==> config.mk <==
export PLATFORM = sky130hd
export DESIGN_NAME = touch_report_decoder
export DESIGN_NICKNAME = d
export VERILOG_FILES = /design/src/hdl/tdr_pkg.sv /design/src/hdl/touch_report_decoder.sv
export SDC_FILE = /design/constraint.sdc
export NUM_CORES = 1
export LEC_CHECK = 0
export BUFFER_PORTS_ARGS = -buffer_cell sky130_fd_sc_hd__buf_2
export CORE_ASPECT_RATIO = 0.7
export CORE_MARGIN = 5
export CORE_UTILIZATION = 25
export CTS_CLUSTER_SIZE = 14
export DETAILED_ROUTE_END_ITERATION = 8
export HOLD_SLACK_MARGIN = 0.06
export PLACE_DENSITY = 0.42
export RECOVER_POWER = 50
export SLEW_MARGIN = 20
export SYNTH_ARGS = -nofsm -noshare
export SYNTH_HDL_FRONTEND = slang
export SYNTH_SLANG_ARGS = --single-unit
==> constraint.sdc <==
create_clock -name i_clk -period 19.75 [get_ports i_clk]
set_clock_uncertainty 0.15 [all_clocks]
set_input_delay 0 -clock i_clk [delete_from_list [all_inputs] [get_ports i_clk]]
set_output_delay 0 -clock i_clk [all_outputs]
set_load 0.01 [all_outputs]
==> src/hdl/tdr_pkg.sv <==
// shared constants, event codes and scaling factors for the touch report decoder
package tdr_pkg;

    localparam int FINGER_SLOTS = 2;
    localparam int SCREEN_COLS  = 144;
    localparam int SCREEN_ROWS  = 168;

    // packet identifiers
    localparam logic [7:0] ID_TOUCH = 8'h5A;
    localparam logic [7:0] ID_PALM  = 8'h BA;
    localparam logic [7:0] ID_HELLO = 8'h55;

    // event codes
    localparam logic [2:0] EV_DOWN       = 3'd0;
    localparam logic [2:0] EV_UP         = 3'd1;
    localparam logic [2:0] EV_PALM       = 3'd2;
    localparam logic [2:0] EV_RESET      = 3'd3;
    localparam logic [2:0] EV_UNEXPECTED = 3'd4;

    // active window of the raw coordinates
    localparam int COL_LO   = 220;
    localparam int COL_HI   = 820;
    localparam int ROW_LO   = 120;
    localparam int ROW_HI   = 820;
    localparam int COL_SPAN = COL_HI - COL_LO;
    localparam int ROW_SPAN = ROW_HI - ROW_LO;

    // widths: offset < 700, screen size <= 1024, product < 2^20, quotient < 2^11
    localparam int W_OFS   = 10;
    localparam int W_SCR   = 11;
    localparam int W_PROD  = 20;
    localparam int W_QUO   = 11;
    localparam int REC_SHIFT = W_PROD;
    localparam int W_REC   = 11;

    // floor reciprocals; the quotient they give is low by at most one
    localparam int COL_REC = (1 << REC_SHIFT) / COL_SPAN;
    localparam int ROW_REC = (1 << REC_SHIFT) / ROW_SPAN;

    typedef struct packed {
        logic             valid;
        logic [2:0]       kind;
        logic             slot;
        logic             down;
        logic             last;
    } t_ctrl;

endpackage

==> src/hdl/touch_report_decoder.sv <==
// touch report decoder: sorts a report by identifier and scales finger coordinates
// timing: a result passes from the held request through the stage 1, 2 and 3 registers to the outputs;
// a touch's second result follows in the next cycle. A touch request holds off the next request while busy is high
// for one cycle, any other can be followed at once; the single result port carries one finger slot per cycle
// reset: synchronous active-low i_rst_n clears the held request and all stage valid bits
// results cannot be stalled by the receiver; o_valid marks each one for a single cycle
module touch_report_decoder
    import tdr_pkg::*;
(
    input  logic       i_clk,
    input  logic       i_rst_n,
    input  logic       start,
    output logic       busy,
    input  logic [7:0] i_packet_kind,
    input  logic [7:0] i_f0_high_nibbles,
    input  logic [7:0] i_f0_x_low,
    input  logic [7:0] i_f0_y_low,
    input  logic [7:0] i_f1_high_nibbles,
    input  logic [7:0] i_f1_x_low,
    input  logic [7:0] i_f1_y_low,
    input  logic [7:0] i_finger_mask,
    output logic       o_valid,
    output logic [2:0] o_event_kind,
    output logic       o_finger_slot,
    output logic [7:0] o_screen_x,
    output logic [7:0] o_screen_y,
    output logic       o_last_of_run
);

    localparam logic [W_SCR-1:0]    COLS_C  = W_SCR'(SCREEN_COLS);
    localparam logic [W_SCR-1:0]    ROWS_C  = W_SCR'(SCREEN_ROWS);
    localparam logic [W_REC-1:0]    COL_REC_C = W_REC'(COL_REC);
    localparam logic [W_REC-1:0]    ROW_REC_C = W_REC'(ROW_REC);
    localparam logic [W_OFS-1:0]    COL_SPAN_C = W_OFS'(COL_SPAN);
    localparam logic [W_OFS-1:0]    ROW_SPAN_C = W_OFS'(ROW_SPAN);
    localparam logic [11:0]         COL_LO_C = 12'(COL_LO);
    localparam logic [11:0]         COL_MAX_C = 12'(COL_HI - 1);
    localparam logic [11:0]         ROW_LO_C = 12'(ROW_LO);
    localparam logic [11:0]         ROW_MAX_C = 12'(ROW_HI - 1);
    localparam logic                MULTI_SLOT = (FINGER_SLOTS > 1);
    localparam logic                LAST_SLOT = 1'(FINGER_SLOTS - 1);

    // ---------------- stage 0: held request, one finger slot per cycle
    logic       r_hold_v;
    logic       r_slot;
    logic [7:0] r_kind;
    logic [7:0] r_hi0, r_xl0, r_yl0, r_hi1, r_xl1, r_yl1, r_mask;
    logic       accept;
    logic       n_hold_v;
    logic       n_slot;

    assign busy   = r_hold_v && (r_kind == ID_TOUCH) && !r_slot && MULTI_SLOT;
    assign accept = start && !busy;

    always_comb begin
        n_hold_v = r_hold_v;
        n_slot   = r_slot;
        if (accept) begin
            n_hold_v = 1'b1;
            n_slot   = 1'b0;
        end else if (busy) begin
            n_slot   = 1'b1;
        end else begin
            n_hold_v = 1'b0;
        end
    end

    always_ff @(posedge i_clk) begin
        if (!i_rst_n) begin
            r_hold_v <= 1'b0;
            r_slot   <= 1'b0;
        end else begin
            r_hold_v <= n_hold_v;
            r_slot   <= n_slot;
        end
    end

    always_ff @(posedge i_clk) begin
        if (accept) begin
            r_kind <= i_packet_kind;
            r_hi0  <= i_f0_high_nibbles;
            r_xl0  <= i_f0_x_low;
            r_yl0  <= i_f0_y_low;
            r_hi1  <= i_f1_high_nibbles;
            r_xl1  <= i_f1_x_low;
            r_yl1  <= i_f1_y_low;
            r_mask <= i_finger_mask;
        end
    end

    // ---------------- stage 1: classify, unpack, swap axes, clip
    t_ctrl            n_c1, r_c1;
    logic [W_OFS-1:0] n_cx, n_cy, r_cx, r_cy;
    logic [7:0]       sel_hi, sel_al, sel_bl;
    logic [11:0]      raw_a, raw_b;

    always_comb begin
        sel_hi = r_slot ? r_hi1 : r_hi0;
        sel_al = r_slot ? r_xl1 : r_xl0;
        sel_bl = r_slot ? r_yl1 : r_yl0;
        raw_a  = {sel_hi[7:4], sel_al};
        raw_b  = {sel_hi[3:0], sel_bl};

        if (raw_b < COL_LO_C)       n_cx = '0;
        else if (raw_b > COL_MAX_C) n_cx = W_OFS'(COL_MAX_C - COL_LO_C);
        else                        n_cx = W_OFS'(raw_b - COL_LO_C);

        if (raw_a < ROW_LO_C)       n_cy = '0;
        else if (raw_a > ROW_MAX_C) n_cy = W_OFS'(ROW_MAX_C - ROW_LO_C);
        else                        n_cy = W_OFS'(raw_a - ROW_LO_C);

        n_c1.valid = r_hold_v;
        n_c1.slot  = 1'b0;
        n_c1.down  = 1'b0;
        n_c1.last  = 1'b1;
        if (r_kind == ID_TOUCH) begin
            n_c1.slot = r_slot;
            n_c1.down = r_mask[r_slot];
            n_c1.kind = r_mask[r_slot] ? EV_DOWN : EV_UP;
            n_c1.last = (r_slot == LAST_SLOT);
        end else if (r_kind == ID_PALM) begin
            n_c1.kind = EV_PALM;
        end else if (r_kind == ID_HELLO) begin
            n_c1.kind = EV_RESET;
        end else begin
            n_c1.kind = EV_UNEXPECTED;
        end
    end

    // ---------------- stage 2: scale by screen size
    t_ctrl             r_c2;
    logic [W_PROD-1:0] r_px, r_py;

    // ---------------- stage 3: reciprocal multiply, estimate low by at most one
    t_ctrl             r_c3;
    logic [W_PROD-1:0] r_px3, r_py3;
    logic [W_QUO-1:0]  r_qx, r_qy;
    logic [W_PROD+W_REC-1:0] mx, my;

    assign mx = (W_PROD+W_REC)'(r_px) * (W_PROD+W_REC)'(COL_REC_C);
    assign my = (W_PROD+W_REC)'(r_py) * (W_PROD+W_REC)'(ROW_REC_C);

    // ---------------- stage 4: remainder correction and row inversion
    logic [W_PROD-1:0] rem_x, rem_y;
    logic [W_QUO-1:0]  qx, qy;
    logic [W_SCR-1:0]  inv_y;

    always_comb begin
        rem_x = r_px3 - W_PROD'(r_qx * W_PROD'(COL_SPAN_C));
        rem_y = r_py3 - W_PROD'(r_qy * W_PROD'(ROW_SPAN_C));
        qx    = (rem_x >= W_PROD'(COL_SPAN_C)) ? r_qx + 1'b1 : r_qx;
        qy    = (rem_y >= W_PROD'(ROW_SPAN_C)) ? r_qy + 1'b1 : r_qy;
        inv_y = ROWS_C - W_SCR'(1) - W_SCR'(qy);
    end

    always_ff @(posedge i_clk) begin
        if (!i_rst_n) begin
            r_c1.valid <= 1'b0;
            r_c2.valid <= 1'b0;
            r_c3.valid <= 1'b0;
            o_valid    <= 1'b0;
        end else begin
            r_c1.valid <= n_c1.valid;
            r_c2.valid <= r_c1.valid;
            r_c3.valid <= r_c2.valid;
            o_valid    <= r_c3.valid;
        end

        r_c1.kind <= n_c1.kind;
        r_c1.slot <= n_c1.slot;
        r_c1.down <= n_c1.down;
        r_c1.last <= n_c1.last;
        r_cx      <= n_cx;
        r_cy      <= n_cy;

        r_c2.kind <= r_c1.kind;
        r_c2.slot <= r_c1.slot;
        r_c2.down <= r_c1.down;
        r_c2.last <= r_c1.last;
        r_px      <= W_PROD'(r_cx * W_PROD'(COLS_C));
        r_py      <= W_PROD'(r_cy * W_PROD'(ROWS_C));

        r_c3.kind <= r_c2.kind;
        r_c3.slot <= r_c2.slot;
        r_c3.down <= r_c2.down;
        r_c3.last <= r_c2.last;
        r_px3     <= r_px;
        r_py3     <= r_py;
        r_qx      <= mx[REC_SHIFT +: W_QUO];
        r_qy      <= my[REC_SHIFT +: W_QUO];

        o_event_kind  <= r_c3.kind;
        o_finger_slot <= r_c3.slot;
        o_last_of_run <= r_c3.last;
        o_screen_x    <= r_c3.down ? qx[7:0] : 8'd0;
        o_screen_y    <= r_c3.down ? inv_y[7:0] : 8'd0;
    end

endmodule

==> impl_summary.txt <==
----------------------------------------------------
[Outcome]
  Result of the run ... complete, no violations

[CTS]
  TritonCTS Buffers ... 17
  H-tree depth reported by CTS ... 4
  Postcts setup bufs ... 0
  Clock-pin slew of the registers on the worst-case setup and hold paths ... 80 ps
  Max Root-Sink Buffers ... 2
  Sink Count ... 199
  Clock tree from TritonCTS ... done
  Skew-Pair Late Insertion Delay ... 450 ps
  Clock tree root driver cell ... clkbuf_16

[STA]
  Final Hold Viols ... 0
  Post-layout worst setup margin ... 11,740 ps
  Setup_tns ... 0 ps
  Worst max-slew margin expressed relative to the limit ... 0.282
  Final Max Tran Viols ... 0
  Shortest period the worst path allows ... 8010 ps
  Setup repair after global routing missed its margin ... false
  Fmax ... 125 MHz
  Period utilisation layout ... 0.405
  Final setup fails ... 0
  Slew at the pin closest to its max-slew limit ... 1070 ps

[Hold path]
  Path category of the worst min-delay check ... primary input to flop
  Worst hold start ... i_f1_x_low[3]

[Place]
  Global placer's final weighted congestion ... 0.812
  Total instance count after detailed placement ... 2,583
  Worst setup slack before clock tree synthesis ... 11,840 ps
  Count of port buffers added during placement ... 83
  Placed wire-length estimate after detailed placement ... 32,200 um

[Floorplan]
  Chip width ... 320 um
  I/O Pins ... 90
  Std-Cell Rows ... 79
  Overall die area ... 72,800 um2
  Initial Util ... 0.253
  Placeable Area ... 66,600 um2
  Vertical die dimension ... 227 um

[Routing]
  Router iterations before antenna repair ... 6
  Routed Wire Length ... 38,500 um
  Mean routed wirelength per cell ... 14.4 um
  DRC violations left ... 0
  Post-DRT Antenna Nets ... 0
  Via-per-instance ratio ... 4.25
  Total via count after detailed routing ... 11,400
  Initial DRC Count ... 608

[Critical path]
  Worst setup SP type ... flop
  Slowest library cell on the worst path ... dfxtp_1
  Most used cell, CP ... ha_1
  WP buf/inv ... 3
  Cell family with the largest share of critical-path delay ... compound AO/OA/AOI/OAI gates
  CP Capture Type ... flop
  Largest incremental delay on the critical path ... 610 ps
  Origin of the critical flop-to-flop path ... r_qy[0]$_DFF_P_
  Worst Path Class, Setup ... flop to flop
  Start point of the critical path ... r_qy[0]$_DFF_P_
  Largest fanout of any net on the critical path ... 11
  Endpoint arrival time on the critical path ... 8230 ps
  Data required time at the worst endpoint ... 19,970 ps

[Synthesis]
  Commonest register cell after synthesis ... dfxtp_1
  Mapped Nets ... 2,159
  Yosys cell types ... 82
  Post-synth top area share ... 0.244
  Top post-synthesis cells by area ... ha_1 (24%), fa_1 (17%), dfxtp_1 (17%), edfxtp_1 (10%), inv_1 (6.9%)
  Mapped Avg Cell Area ... 10.4 um2
  Biggest area consumer among synthesized cells ... ha_1
  Post-synthesis instance total ... 1,617
  Total standard cell area after synthesis ... 16,900 um2
  Number of flops mapped to enable cells by yosys ... 58
  Most frequent cells after synthesis ... ha_1 (329), inv_1 (311), fa_1 (146)
  Count of synthesis-stage warnings from yosys ... 0
  Share of flip-flops with an asynchronous set or reset ... 0
  Count of state elements after synthesis ... 199
  Most frequent cell after synthesis ... ha_1
  Part of the Yosys area used for sequential elements ... 0.271

[Global route]
  Overall overflow remaining after global route ... 0
  First-pass GRT wire length ... 63,900 um
  Global-route total usage across every layer ... 0.110
  Pin count of the biggest net entering global routing ... 41
  Vias in the first global route ... 11,700
  Number of antenna violations at the first check in global routing ... 1

[Layout]
  Ratio of cells with drive above 1 in the final layout ... 0.0571
  Final standard cell count with taps included and fillers excluded ... 2,677
  Synth-to-Final Area Change ... 15.8%
  Inserted Diodes ... 0
  Final nets ... 2,315

[Job]
  Number of max-capacitance violations reported ... 0

----------------------------------------------------
through the flow:
stage	area (um2)	hold slack, ps	util
6_report	19500	103	0.293
5_1_grt	19500	69.7	0.293
4_1_cts	19600	60.6	0.294
3_5_place_dp	18400	28.1	0.276
3_3_place_gp	18400	27.2	0.276
2_1_floorplan	16900	-51.1	-
logic make-up (layout without fill, tap and decap cells):
group                    after synthesis  count (layout)  share of synthesized area
adder cells (fa/ha/maj)              475             475                      0.417
buffers and inverters                323             492                     0.0728
AO/OA/AOI/OAI                        269             269                      0.108
AND/OR/NAND/NOR                      244             244                     0.0733
flip-flops                           199             199                      0.271
XOR/XNOR                              84              84                     0.0436
multiplexers                          23              23                     0.0139
sequential cells by signal (all words and copies together) (netlist names), 9 cells and up:
signal / count
r_cx: 10
r_cy: 10
r_px: 14
r_px3: 14
r_py: 15
r_py3: 15
r_qx: 9
r_qy: 9
worst paths after layout:
kind	to	slack (ps)	cells past startpoint
setup / recovery	o_screen_y[7]$_SDFF_PN0_	11740	30
hold / removal	r_xl1[3]$_DFFE_PP_	100	2
setup reg to reg	o_screen_y[7]$_SDFF_PN0_	11740	30
hold reg to reg	r_c2[4]$_DFF_P_	180	0
cell type report:
type | count | area [um2]
Clock buffer | 17 | 425
Clock inverter | 15 | 176
Fill cell | 7032 | 47100
Inverter | 313 | 1170
Multi-Input combinational cell | 1095 | 11100
Sequential cell | 199 | 4570
Tap cell | 891 | 1110
Timing Repair Buffer | 147 | 997
worst register-to-register path: cells and delay by family, from the launching register on:
family                   cells  cell delay [ps]
buffers and inverters        3              190
flip-flops                   1              610
AND/OR/NAND/NOR              3              970
adder cells (fa/ha/maj)      7             2700
XOR/XNOR                     2              430
AO/OA/AOI/OAI               15             2850
routing by layer:
layer,track usage,share of wire,vias up
met4,0.0162,0.0057,0
met5,0,0,-
met2,0.150,0.37,167
li1,-,-,5796
met1,0.178,0.59,5394
met3,0.0218,0.034,15
what timing repair did:
action                                 in CTS  in global routing
endpoints found under the hold margin      82                  0
hold buffers                               62                  0
resized for setup                           0                  0
cell usage in the layout, fill, tap and decap left out, types with 5 or more instances in the layout:
cell type      Yosys  routed
nor2_1            71      71
nand2b_1          13      13
or3_1             10      10
a211oi_1           6       6
o41ai_1            5       5
dlygate4sd3_1      0      62
o211ai_1          10      10
ha_1             329     329
and3_1             7       7
nor3_1            22      22
clkbuf_1           4      43
o21a_1            18      18
buf_2              2      40
o21bai_1          12      12
a21oi_1           84      84
a21o_1            20      20
inv_1            311     311
o31ai_1            7       7
xor2_1            30      30
nand2_1           38      38
edfxtp_1          58      58
nor4_1             5       5
a31o_2             6       6
mux2i_1           20      20
fa_1             146     146
and2_1             9       7
o21ai_0           42      42
a31oi_1            5       5
nand4_1            5       5
nor2b_1           20      19
dfxtp_1          141     140
clkbuf_16          0      17
nand3_1           25      25
xnor2_1           54      54
Power is not shown: default switching activity piles up to over one toggle a cycle in this logic, so the estimate is an artifact.
